<file path="src/hdl/tssu_pkg.sv">
// Shared types, constants and helpers of the text stream statistics unit.
// No dependencies; imported by every module of the block.
package tssu_pkg;

   localparam int CNT_W      = 32;   // width of every statistics counter
   localparam int OUT_W      = 32;   // width of the count fields on the result port
   localparam int BYTE_W     = 8;
   localparam int HIST_DEPTH = 1 << BYTE_W;
   localparam int Q_DEPTH    = 4;
   localparam int Q_PTR_W    = $clog2(Q_DEPTH);
   localparam int Q_CNT_W    = $clog2(Q_DEPTH + 1);

   localparam logic [1:0] FUNC_DATA   = 2'd0;
   localparam logic [1:0] FUNC_REPORT = 2'd1;
   localparam logic [1:0] FUNC_READ   = 2'd2;

   localparam logic [BYTE_W-1:0] NL_BYTE    = 8'h0A;
   localparam logic [BYTE_W-1:0] TAB_BYTE   = 8'h09;
   localparam logic [BYTE_W-1:0] CR_BYTE    = 8'h0D;
   localparam logic [BYTE_W-1:0] SPACE_BYTE = 8'h20;

   typedef enum logic [1:0] {
      OP_BYTE,
      OP_REPORT,
      OP_READ
   } op_type;

   // One classified word as it travels from the front end to the back end.
   typedef struct packed {
      op_type              op;
      logic [BYTE_W-1:0]   value;
      logic                blank;
      logic                newline;
   } item_type;

   // Payload of one result word.
   typedef struct packed {
      logic [OUT_W-1:0] char_count;
      logic [OUT_W-1:0] word_count;
      logic [OUT_W-1:0] line_count;
      logic [OUT_W-1:0] longest_line;
      logic             overflow;
      logic [OUT_W-1:0] bin_count;
   } result_type;

   // Whitespace is the space character and the codes from tab to carriage return.
   function automatic logic is_blank(input logic [BYTE_W-1:0] b);
      return (b == SPACE_BYTE) || (b inside {[TAB_BYTE:CR_BYTE]});
   endfunction

endpackage

</file>
<file path="src/hdl/tssu_fifo.sv">
// Short queue that decouples the front end from the back end.
// Depends on tssu_pkg.
module tssu_fifo
   import tssu_pkg::*;
(
   input  logic     clock,
   input  logic     reset,
   input  logic     push,
   input  item_type push_item,
   output logic     full,
   input  logic     pop,
   output logic     empty,
   output item_type head_item
);

   item_type             slot_ff [Q_DEPTH];
   logic [Q_PTR_W-1:0]   wr_ptr_ff;
   logic [Q_PTR_W-1:0]   wr_ptr_in;
   logic [Q_PTR_W-1:0]   rd_ptr_ff;
   logic [Q_PTR_W-1:0]   rd_ptr_in;
   logic [Q_CNT_W-1:0]   count_ff;
   logic [Q_CNT_W-1:0]   count_in;

   assign full      = (count_ff == Q_CNT_W'(Q_DEPTH));
   assign empty     = (count_ff == '0);
   assign head_item = slot_ff[rd_ptr_ff];

   always_comb begin
      wr_ptr_in = push ? Q_PTR_W'(wr_ptr_ff + 1'b1) : wr_ptr_ff;
      rd_ptr_in = pop  ? Q_PTR_W'(rd_ptr_ff + 1'b1) : rd_ptr_ff;
      count_in  = count_ff;
      if (push && !pop) begin
         count_in = Q_CNT_W'(count_ff + 1'b1);
      end else if (pop && !push) begin
         count_in = Q_CNT_W'(count_ff - 1'b1);
      end
   end

   always_ff @(posedge clock) begin
      if (reset) begin
         wr_ptr_ff <= '0;
         rd_ptr_ff <= '0;
         count_ff  <= '0;
      end else begin
         wr_ptr_ff <= wr_ptr_in;
         rd_ptr_ff <= rd_ptr_in;
         count_ff  <= count_in;
      end
   end

   always_ff @(posedge clock) begin
      if (push) begin
         slot_ff[wr_ptr_ff] <= push_item;
      end
   end

endmodule

</file>
<file path="config.mk">
export PLATFORM = sky130hd
export DESIGN_NAME = tssu_fifo
export DESIGN_NICKNAME = d
export VERILOG_FILES = /design/src/hdl/tssu_pkg.sv /design/src/hdl/tssu_fifo.sv
export SDC_FILE = /design/constraint.sdc
export NUM_CORES = 1
export LEC_CHECK = 0
export BUFFER_PORTS_ARGS = -buffer_cell sky130_fd_sc_hd__buf_2
export CAP_MARGIN = 20
export CORE_MARGIN = 5
export CORE_UTILIZATION = 50
export DETAILED_ROUTE_END_ITERATION = 8
export GPL_TIMING_DRIVEN = 0
export HOLD_SLACK_MARGIN = 0.12
export MAX_ROUTING_LAYER = met4
export PLACE_DENSITY_LB_ADDON = 0.12
export SKIP_CTS_REPAIR_TIMING = 1
export SYNTH_ARGS = -nofsm -noshare
export SYNTH_HDL_FRONTEND = slang
export SYNTH_SLANG_ARGS = --single-unit
</file>
<file path="constraint.sdc">
create_clock -name clock -period 1.75 [get_ports clock]
set_input_delay 0.35 -clock clock [delete_from_list [all_inputs] [get_ports clock]]
set_output_delay 0.35 -clock clock [all_outputs]
set_load 0.02 [all_outputs]
</file>
==> impl_metrics.env <==
export IMPL_status="finished with violations"
export IMPL_violations="setup timing"
export IMPL_numCtsBuffers=9
export IMPL_p_per_area_mw_per_mm2=1180
export IMPL_gr_total_overflow=0
export IMPL_grt_pass1_vias=1132
export IMPL_cts_max_path_buffers=2
export IMPL_skew_ns=0.00582
export IMPL_tritoncts="built"
export IMPL_syn_to_final_growth_pct=22.1
export IMPL_cp_arrival_ns=1.53
export IMPL_drt_iter0_drc=68
export IMPL_fill_cells=313
export IMPL_hold_path_class="input pin to flip-flop"
export IMPL_cpLargestDelayFamily="multiplexers"
export IMPL_grt_start_max_net_pins=13
export IMPL_syn_cell_area_mm2=0.00216
export IMPL_setup_viol=12
export IMPL_root_buffer="clkbuf_8"
export IMPL_antenna_found_initial=0
export IMPL_synth_net_count=128
export IMPL_rows=24
export IMPL_start_util=0.508
export IMPL_endpoint_kind="output pin"
export IMPL_synth_area_leader_cell="edfxtp_1"
export IMPL_min_path_cells=1
export IMPL_gp_congestion=0.655
export IMPL_cp_required_ns=1.40
export IMPL_die_h_um=75.8
export IMPL_dieArea_mm2=0.00574
export IMPL_num_antenna_cells=0
export IMPL_viasPerCell=4.99
export IMPL_dp_hpwl_um=2200
export IMPL_multiInputGateArea_um2=508
export IMPL_regArea_mm2=0.00163
export IMPL_period_minus_slack_ns=1.88
export IMPL_fmax_ghz=0.533
export IMPL_crit_path_max_incr_delay_ns=0.50
export IMPL_cp_start_kind="flip-flop"
export IMPL_synthTopCellsByArea="edfxtp_1, mux4_2, dfxtp_1, ha_1, mux4_1"
export IMPL_maxCapViolCount=0
export IMPL_tightest_slew_ns=0.677
export IMPL_io_buffers=28
export IMPL_drive_gt1_frac=0.351
export IMPL_synth_top_area_share=0.666
export IMPL_cp_num_cells=3
export IMPL_crit_slowest_cell="mux4_2"
export IMPL_path_clk_slew_ns=0.06
export IMPL_final_cell_count_no_fill=203
export IMPL_cts_sinks=57
export IMPL_place_area_mm2=0.00237
export IMPL_drt_total_wl_um=3340
export IMPL_rr_worst_depth=4
export IMPL_relSlewSlack=0.549
export IMPL_wl_per_cell_um=16.4
export IMPL_drc=0
export IMPL_worstPathMaxFanout=5
export IMPL_hold_viol=0
export IMPL_cp_cell_sequence="clkbuf_16, mux4_2, buf_6"
export IMPL_avgSynthCellArea_um2=20.4
export IMPL_htree_levels=3
export IMPL_seq_area_frac_synth=0.749
export IMPL_peakVddDrop_mv=0.678
export IMPL_min_period_over_period=1.07
export IMPL_coreArea_mm2=0.00426
export IMPL_vias=1012
export IMPL_clk_latency_ns=0.32
export IMPL_yosys_cell_types_count=21
export IMPL_ioPinCount=30
export IMPL_grt_pass1_wl_um=5200
export IMPL_final_area_mm2=0.00264
export IMPL_critPathKind="flip-flop to output pin"
export IMPL_rsz0062_at_grt="true"
export IMPL_leakagePower_uw=0.000957
export IMPL_numPlacedInstances=186
export IMPL_ys_ff_latch=57
export IMPL_drt_pass1_iter_count=3
export IMPL_slew_viol_final=0
export IMPL_fin_ws_ns=-0.125
export IMPL_path_buf_inv=2
export IMPL_die_x_um=75.8
export IMPL_nets=168
export IMPL_yosysWarnings=0
export IMPL_syn_inst=106
export IMPL_grt_use_total=0.139
export IMPL_ant_nets=0
==> kinds of logic after synthesis <==
kind of cell | after synthesis | synth area share
AOI/OAI and AO/OA | 2 | 0.00462
xor gates and xnor gates | 5 | 0.0202
adders and majority gates | 6 | 0.0382
buffers and inverters | 7 | 0.0162
DFF | 57 | 0.749
muxes | 14 | 0.138
and+or+nand+nor | 15 | 0.0341
==> power by group <==
group          leakage, µW  internal [µW]  switching, µW
combinational     0.000352            209            212
clock            0.0000898            641            457
sequential        0.000516           1550           38.5
==> layout make-up <==
class	count	share of cell area
well taps	52	0.0246
clock inverters	5	0.0175
plain buffers	3	0.0118
clock buffers	11	0.0497
flip-flops and latches	57	0.615
inverters	4	0.00568
multi-input cells	42	0.192
repair buffers	29	0.0838
==> synth_stat cells <==
master,number
xnor2_1,2
clkbuf_1,1
xor2_1,3
fa_1,1
a21oi_1,1
mux2i_1,2
nand2_1,1
mux4_1,2
buf_2,1
inv_1,4
nor3_1,1
nor2_1,7
edfxtp_1,48
and2_1,4
mux4_2,10
ha_1,5
o21ai_0,1
buf_6,1
nor3b_1,1
dfxtp_1,9
or3_1,1
==> per-stage QoR <==
stage | setup WS (ns) | hold slack, ns | setup TNS [ns] | total power (µW) | utilization
finish | -0.125 | 0.243 | -1.08 | 3110 | 0.620
global route | -0.176 | 0.232 | -1.72 | 3240 | 0.620
CTS | -0.242 | 0.228 | -2.37 | 3090 | 0.597
detailed placement | -0.170 | 0.524 | -0.170 | 1990 | 0.556
global placement | -0.0238 | 0.477 | -0.0238 | 1970 | 0.556
floorplan | 0.140 | 0.449 | 0 | 1860 | -
==> state kept, by name, summed over array words and instances (netlist names), named ones only <==
signal and count:
count_ff 3, rd_ptr_ff 2, slot_ff 48, wr_ptr_ff 2
==> cell usage in the layout, fill, tap and decap left out <==
cell type / n
a21oi_1: 1
and2_1: 4
buf_12: 1
buf_2: 19
buf_6: 9
bufinv_16: 1
clkbuf_1: 3
clkbuf_16: 1
clkbuf_4: 1
clkbuf_8: 9
clkinv_1: 3
clkinv_2: 1
dfxtp_1: 8
dfxtp_4: 1
edfxtp_1: 48
fa_1: 1
ha_1: 5
inv_1: 4
mux2i_1: 2
mux4_1: 2
mux4_2: 10
nand2_1: 1
nor2_1: 7
nor3_1: 1
nor3b_1: 1
o21ai_0: 1
or3_1: 1
xnor2_1: 2
xor2_1: 3
==> metal layers <==
metal	vias to the layer above	routed length, µm	GRT usage
li1	492	-	-
met2	23	1850	0.239
met4	0	67	0.105
met1	490	1280	0.134
met5	-	0	-
met3	7	134	0.0317
==> path summary, 6_finish.rpt <==
path	start	to	slack, ns
worst max register to register	count_ff[0]	count_ff[2]	0.19
worst min register to register	rd_ptr_ff[0]	flip-flop	0.53
worst max-delay path	flip-flop	head_item[9]	-0.13
worst min-delay path	push_item[4]	slot_ff[0][4]	0.24
==> worst register-to-register path: cells and delay by family (launching register included) <==
kind	cells	cell delay, ns
flops	1	0.36
fa+ha+maj	1	0.46
compound gates	1	0.17
simple gates	1	0.31
xor+xnor	1	0.19
No activity file was read; power rests on OpenSTA's default activity.
