`config.mk`:
```
export PLATFORM = sky130hd
export DESIGN_NAME = tssu_front
export DESIGN_NICKNAME = d
export VERILOG_FILES = /design/src/hdl/tssu_pkg.sv /design/src/hdl/tssu_front.sv
export SDC_FILE = /design/constraint.sdc
export NUM_CORES = 1
export LEC_CHECK = 0
export ABC_AREA = 1
export BUFFER_PORTS_ARGS = -buffer_cell sky130_fd_sc_hd__clkbuf_2
export CORE_MARGIN = 3
export CORE_UTILIZATION = 35
export CTS_CLUSTER_DIAMETER = 200
export DETAILED_ROUTE_END_ITERATION = 7
export MAX_ROUTING_LAYER = met4
export PLACE_DENSITY_LB_ADDON = 0.05
export SLEW_MARGIN = 20
export SYNTH_ARGS = -nofsm -noshare
export SYNTH_HDL_FRONTEND = slang
export SYNTH_SLANG_ARGS = --single-unit
```
`constraint.sdc`:
```
create_clock -name clock -period 1.5 [get_ports clock]
set_input_delay 0.3 -clock clock [delete_from_list [all_inputs] [get_ports clock]]
set_output_delay 0.3 -clock clock [all_outputs]
set_load 0.02 [all_outputs]
```
`src/hdl/tssu_pkg.sv`:
```
// Shared types, constants and helpers of the text stream statistics unit.
// No dependencies; imported by every module of the block.
package tssu_pkg;

   localparam int CNT_W      = 32;   // width of every statistics counter
   localparam int OUT_W      = 32;   // width of the count fields on the result port
   localparam int BYTE_W     = 8;
   localparam int HIST_DEPTH = 1 << BYTE_W;
   localparam int Q_DEPTH    = 4;
   localparam int Q_PTR_W    = $clog2(Q_DEPTH);
   localparam int Q_CNT_W    = $clog2(Q_DEPTH + 1);

   localparam logic [1:0] FUNC_DATA   = 2'd0;
   localparam logic [1:0] FUNC_REPORT = 2'd1;
   localparam logic [1:0] FUNC_READ   = 2'd2;

   localparam logic [BYTE_W-1:0] NL_BYTE    = 8'h0A;
   localparam logic [BYTE_W-1:0] TAB_BYTE   = 8'h09;
   localparam logic [BYTE_W-1:0] CR_BYTE    = 8'h0D;
   localparam logic [BYTE_W-1:0] SPACE_BYTE = 8'h20;

   typedef enum logic [1:0] {
      OP_BYTE,
      OP_REPORT,
      OP_READ
   } op_type;

   // One classified word as it travels from the front end to the back end.
   typedef struct packed {
      op_type              op;
      logic [BYTE_W-1:0]   value;
      logic                blank;
      logic                newline;
   } item_type;

   // Payload of one result word.
   typedef struct packed {
      logic [OUT_W-1:0] char_count;
      logic [OUT_W-1:0] word_count;
      logic [OUT_W-1:0] line_count;
      logic [OUT_W-1:0] longest_line;
      logic             overflow;
      logic [OUT_W-1:0] bin_count;
   } result_type;

   // Whitespace is the space character and the codes from tab to carriage return.
   function automatic logic is_blank(input logic [BYTE_W-1:0] b);
      return (b == SPACE_BYTE) || (b inside {[TAB_BYTE:CR_BYTE]});
   endfunction

endpackage

```
`src/hdl/tssu_front.sv`:
```
// Front end of the text stream statistics unit: accepts request words and classifies them.
// Depends on tssu_pkg.
module tssu_front
   import tssu_pkg::*;
(
   input  logic              clock,
   input  logic              reset,
   input  logic              req_valid,
   output logic              req_stall,
   input  logic [1:0]        req_func,
   input  logic [BYTE_W-1:0] req_value,
   input  logic              q_full,
   output logic              q_push,
   output item_type          q_item
);

   logic     front_valid_ff;
   logic     front_valid_in;
   item_type front_item_ff;
   item_type front_item_in;
   logic     accept;
   logic     known_func;

   assign req_stall = front_valid_ff && q_full;
   assign accept    = req_valid && !req_stall;
   assign q_push    = front_valid_ff && !q_full;
   assign q_item    = front_item_ff;

   always_comb begin
      known_func            = 1'b1;
      front_item_in.op      = OP_BYTE;
      front_item_in.value   = req_value;
      front_item_in.blank   = is_blank(req_value);
      front_item_in.newline = (req_value == NL_BYTE);
      case (req_func)
         FUNC_DATA:   front_item_in.op = OP_BYTE;
         FUNC_REPORT: front_item_in.op = OP_REPORT;
         FUNC_READ:   front_item_in.op = OP_READ;
         default:     known_func = 1'b0;   // the unused selector is dropped here
      endcase
   end

   always_comb begin
      front_valid_in = front_valid_ff;
      if (accept) begin
         front_valid_in = known_func;
      end else if (q_push) begin
         front_valid_in = 1'b0;
      end
   end

   always_ff @(posedge clock) begin
      if (reset) begin
         front_valid_ff <= 1'b0;
      end else begin
         front_valid_ff <= front_valid_in;
      end
   end

   always_ff @(posedge clock) begin
      if (accept) begin
         front_item_ff <= front_item_in;
      end
   end

endmodule

```
==> results of run 1 <==
layout make-up:
class / count / area (um2)
Sequential cell: 13 / 380
Fill cell: 143 / 648
Inverter: 14 / 52.6
Tap cell: 15 / 18.8
Multi-Input combinational cell: 22 / 97.6
Clock buffer: 4 / 26.3
Timing Repair Buffer: 28 / 143
metal layers:
metal,vias to the layer above,track usage (%)
li1,219,-
met1,179,11.2
met2,15,14.4
met3,4,2.79
met4,0,10.5
met5,-,-
Yosys cell counts:
cell type and number:
nand2_1 7, nand3_1 4, nor2_2 2, nor2_1 5, nor3_1 1, edfxtp_1 12
a21oi_1 2, inv_1 14, o21ai_0 1, dfxtp_1 1
registers in the layout, indices dropped and copies added (netlist names):
name,count
front_valid_ff,1
q_item,12
power groups by stage:
stage	combinational [mW]	sequential, mW	clock (mW)
5_1_grt	0.113	0.427	0.243
6_report	0.103	0.425	0.213
3_5_place_dp	0.104	0.434	0
4_1_cts	0.105	0.425	0.221
3_3_place_gp	0.104	0.433	0
2_1_floorplan	0.0294	0.460	0
per-stage QoR:
| step | std cells | util [%] | setup WS [ns] | area (um2) | power, mW |
|---|---|---|---|---|---|
| floorplan | 49 | - | 0.0887 | 531 | 0.490 |
| global placement | 92 | 50.6 | 0.395 | 692 | 0.537 |
| detailed placement | 92 | 50.6 | 0.385 | 692 | 0.538 |
| CTS | 96 | 52.6 | 0.288 | 718 | 0.751 |
| global route | 96 | 52.6 | 0.230 | 718 | 0.783 |
| finish | 96 | 52.6 | 0.301 | 718 | 0.741 |
how the worst max path moves through the flow:
| stage | from | cells past startpoint | endpoint |
|---|---|---|---|
| 3_3_place_gp | q_full | 5 | q_item[7] |
| 4_1_cts | front_valid_ff | 3 | req_stall |
| 3_5_place_dp | q_full | 5 | q_item[7] |
| 5_1_grt | front_valid_ff | 3 | req_stall |
| 6_report | front_valid_ff | 3 | req_stall |
| 2_1_floorplan | q_full | 3 | q_item[0] |
logic make-up (layout without fill, tap and decap cells):
family	Yosys count	in the layout	share of synthesized area, %
flip-flops	13	13	71.7
AND/OR/NAND/NOR	19	19	15.6
AO/OA/AOI/OAI	3	3	2.83
buffers and inverters	14	46	9.91
==> impl_metrics.env, run 1 <==
export IMPL_status="finished clean"
export IMPL_cts_clk_slew_worst_paths_ns=0.08
export IMPL_maxSlewHeadroom_pct=90.0
export IMPL_dr_max_layer_used="met4"
export IMPL_design_die_area_um2=2020
export IMPL_start_util_pct=38.8
export IMPL_cts_sinks=13
export IMPL_routabilityCongestion=0.705
export IMPL_grt_pass1_wl_um=1370
export IMPL_rsz0062_at_grt="false"
export IMPL_clk_latency_ns=0.27
export IMPL_drv_cap=0
export IMPL_hp_class="primary input to flip-flop"
export IMPL_syn_inst=49
export IMPL_syn_num_nets=63
export IMPL_core_um2=1370
export IMPL_fin_hold_ws_ns=0.171
export IMPL_worst_r2r_setup_slack_ns=0.49
export IMPL_dr_wl_met2_um=430
export IMPL_period_share_pct=79.9
export IMPL_antenna_found_initial=0
export IMPL_critPathSlowestCell="dfxtp_1"
export IMPL_drt_iter0_markers=5
export IMPL_clock_path_buffers=2
export IMPL_grt_pass1_vias=340
export IMPL_via_per_inst=4.34
export IMPL_r2r_cells=4
export IMPL_yosysTopAreaCell="edfxtp_1"
export IMPL_slew_violations=0
export IMPL_cts_tree="built"
export IMPL_die_w_um=44.9
export IMPL_yosysSeqAreaShare_pct=71.7
export IMPL_fin_crit_ns=1.20
export IMPL_die_y_um=44.9
export IMPL_max_stage_delay_ns=0.33
export IMPL_wl_met3_um=73
export IMPL_setup_viol=0
export IMPL_path_delay_family="flip-flops"
export IMPL_netlist_area_um2=531
export IMPL_power_internal_uw=559
export IMPL_most_common_layout_cells="27 x clkbuf_2, 14 x inv_1, 12 x edfxtp_1, 7 x nand2_1, 5 x nor2_1"
export IMPL_critical_path_max_fanout=2
export IMPL_cp_required_ns=1.20
export IMPL_drt_pass1_iterations=3
export IMPL_worst_hold_path_num_cells=2
export IMPL_rr_startpoint="front_valid_ff"
export IMPL_leakage_nw=0.375
export IMPL_startpoint_type="flip-flop"
export IMPL_ys_ff_latch=13
export IMPL_cp_cell_sequence="nand2_1 -> inv_1 -> clkbuf_2"
export IMPL_powerDensity_nw_per_um2=1030
export IMPL_p_seq_share_pct=57.4
export IMPL_clockRootBuffer="clkbuf_4"
export IMPL_netlist_area_leader_share_pct=67.9
export IMPL_sw_frac_of_total_pct=24.5
export IMPL_rows=13
export IMPL_post_dp_hpwl_um=733
export IMPL_endpoint_kind="output port"
export IMPL_skew_ns=0.00266
export IMPL_min_from="reset"
export IMPL_cts_buffers=3
export IMPL_hold_buffers=0
export IMPL_finalNetCount=96
export IMPL_wl_met1_um=370
export IMPL_tns_ns=0
export IMPL_hold_viol_final=0
export IMPL_worst_slew_pin_slew_ns=0.149
export IMPL_num_vias=417
export IMPL_cts_max_level=1
export IMPL_drc=0
export IMPL_synth_area_top_cells="edfxtp_1 68%, inv_1 9.9%, nand2_1 5.0%, dfxtp_1 3.8%, nand3_1 3.8%"
export IMPL_clockPowerShare_pct=28.8
export IMPL_n_antenna_cell=0
export IMPL_grt_max_degree=13
export IMPL_yosysUniqueCellTypes=10
export IMPL_avgSynthCellArea_um2=10.8
export IMPL_ys_warnings_count=0
export IMPL_gr_total_overflow=0
export IMPL_io_pins=28
export IMPL_holdPathEnd="front_valid_ff"
export IMPL_final_common_cell="clkbuf_2"
export IMPL_vdd_drop_max_uv=583
export IMPL_wl_per_cell_um=9.40
export IMPL_grt_total_usage_pct=10.3
export IMPL_drive_above_1_share_pct=40.7
export IMPL_critPathKind="flip-flop to output port"
export IMPL_cts_resized=0
export IMPL_drt_antenna_violating_nets=0
export IMPL_reg2reg_to="q_item[5]"
export IMPL_area_growth_pct=35.4
export IMPL_io_buffers=27
export IMPL_cts_setup_buffers=0
export IMPL_wl_um=902
export IMPL_max_freq_mhz=834
export IMPL_comb_power_share_pct=13.8
export IMPL_power_switching_uw=182
export IMPL_worst_path_buf_inv=2
export IMPL_cp_arrival_ns=0.90
Power figures use the tool's default switching activity.
==> run 2, diff against run 1 <==
Clock period 1.5 ns to 0.98 ns, I/O delays scaled along.
==> run 2 against run 1 <==
Against the previous run: the run now ends with negative setup slack left; via count rose by 2.2%; setup slack worse by 0.37 ns; sequential share of layout area shrank 6.3 points; hold slack lost 0.11 ns; final area up 14%; first-iteration DRC count stayed put; combinational power up 100%; critical path depth stayed put; die area unchanged; power up 59%; register-to-register slack lost 0.49 ns; critical endpoint is now q_push; largest power group unchanged.
==> impl_metrics.env, run 2 (synthesis results as in run 1) <==
export IMPL_drive_above_1_share_pct=46.3
export IMPL_fin_crit_ns=1.05
export IMPL_clockRootBuffer="clkbuf_4"
export IMPL_power_total_mw=1.18
export IMPL_slew_violations=0
export IMPL_drt_iter0_markers=5
export IMPL_gr_total_overflow=0
export IMPL_endpoint_kind="output port"
export IMPL_wl_um=974
export IMPL_cp_cell_sequence="inv_1 -> nor2_1 -> buf_4"
export IMPL_max_freq_mhz=951
export IMPL_post_dp_hpwl_um=797
export IMPL_fin_ws_ns=-0.0715
export IMPL_critPathSlowestCell="dfxtp_2"
export IMPL_leakage_nw=0.403
export IMPL_grt_total_usage_pct=10.7
export IMPL_area_growth_pct=54.2
export IMPL_io_pins=28
export IMPL_worst_slew_pin_slew_ns=0.140
export IMPL_cts_sinks=13
export IMPL_fin_hold_ws_ns=0.0631
export IMPL_drv_cap=0
export IMPL_period_share_pct=107
export IMPL_clk_latency_ns=0.27
export IMPL_hold_buffers=0
export IMPL_die_w_um=44.9
export IMPL_routabilityCongestion=0.688
export IMPL_drc=0
export IMPL_critPathKind="flip-flop to output port"
export IMPL_start_util_pct=38.8
export IMPL_antenna_found_initial=0
export IMPL_violations="negative setup slack"
export IMPL_setup_viol=21
export IMPL_hp_class="primary input to flip-flop"
export IMPL_io_buffers=27
export IMPL_via_per_inst=4.39
export IMPL_finalNetCount=97
export IMPL_skew_ns=0.000523
export IMPL_largest_register_ffs=12
export IMPL_n_antenna_cell=0
export IMPL_maxSlewHeadroom_pct=90.6
export IMPL_most_common_layout_cells="13 x inv_1, 13 x clkbuf_2, 12 x edfxtp_1, 9 x buf_6, 6 x nand2_1"
export IMPL_max_stage_delay_ns=0.33
export IMPL_powerDensity_nw_per_um2=1440
export IMPL_critical_path_max_fanout=2
export IMPL_cts_tree="built"
export IMPL_dp_cells=93
export IMPL_cts_buffers=3
export IMPL_drt_pass1_iterations=4
export IMPL_grt_pass1_wl_um=1520
export IMPL_cts_setup_buffers=0
export IMPL_die_y_um=44.9
export IMPL_grt_pass1_vias=393
export IMPL_cp_arrival_ns=0.86
export IMPL_fin_cells=97
export IMPL_cts_max_level=1
export IMPL_wl_per_cell_um=10.0
export IMPL_worst_r2r_setup_slack_ns=0
export IMPL_core_um2=1370
export IMPL_hold_viol_final=0
export IMPL_cp_required_ns=0.78
export IMPL_rsz0062_at_grt="true"
export IMPL_num_vias=426
export IMPL_fillCellCount=127
export IMPL_status="finished with violations"
export IMPL_dpl_worst_slack_ns=-0.0147
export IMPL_grt_max_degree=9
export IMPL_drt_antenna_violating_nets=0
export IMPL_design_die_area_um2=2020
export IMPL_clock_path_buffers=2
export IMPL_rows=13
export IMPL_startpoint_type="flip-flop"
export IMPL_vdd_drop_max_uv=923
export IMPL_cts_clk_slew_worst_paths_ns=0.07
## run 2: cell type report
cell class / count / area (um2) / area share, %
flip-flops and latches: 13 / 382 / 46.6
repair buffers: 29 / 229 / 28.0
well taps: 15 / 18.8 / 2.29
inverters: 14 / 55.1 / 6.73
multi-input cells: 22 / 108 / 13.1
clock buffers: 4 / 26.3 / 3.21
## run 2: final timing paths
kind / depth (start not counted) / start / to
setup / recovery: 3 / front_valid_ff / q_push
hold / removal: 2 / reset / front_valid_ff
setup reg to reg: 4 / front_valid_ff / q_item[7]
hold reg to reg: 2 / front_valid_ff / front_valid_ff
## run 2: power breakdown
group | switching, mW | total (mW) | internal [mW]
clock | 0.161 | 0.319 | 0.157
combinational | 0.109 | 0.207 | 0.0973
sequential | 0.0122 | 0.656 | 0.644
total | 0.283 | 1.18 | 0.899
## run 2: metal layers
metal  routed length, um  vias to the layer above  global-route usage, %
li1                    -                      224                      -
met1                 389                      180                   12.7
met2                 476                       22                   15.3
met3                 109                        0                   3.59
met4                   0                        0                   7.02
met5                   0                        -                      -
## run 2: what timing repair did
item	CTS	global route
setup endpoints to repair	26	26
resized for setup	4	30
pin swaps	1	1
## run 2: through the flow
stage | utilization [%] | setup TNS, ns | area [um2]
2_1_floorplan | - | -0.464 | 544
3_3_place_gp | 53.1 | -0.0378 | 726
3_5_place_dp | 53.1 | -0.0585 | 726
4_1_cts | 56.1 | -0.522 | 767
5_1_grt | 59.9 | -1.05 | 818
6_report | 59.9 | -0.261 | 818
## run 2: worst max-delay path: cells and delay by family, from the launching register on
family	cells	cell delay, ns
flip-flops	1	0.33
buffers and inverters	2	0.17
AND/OR/NAND/NOR	1	0.08
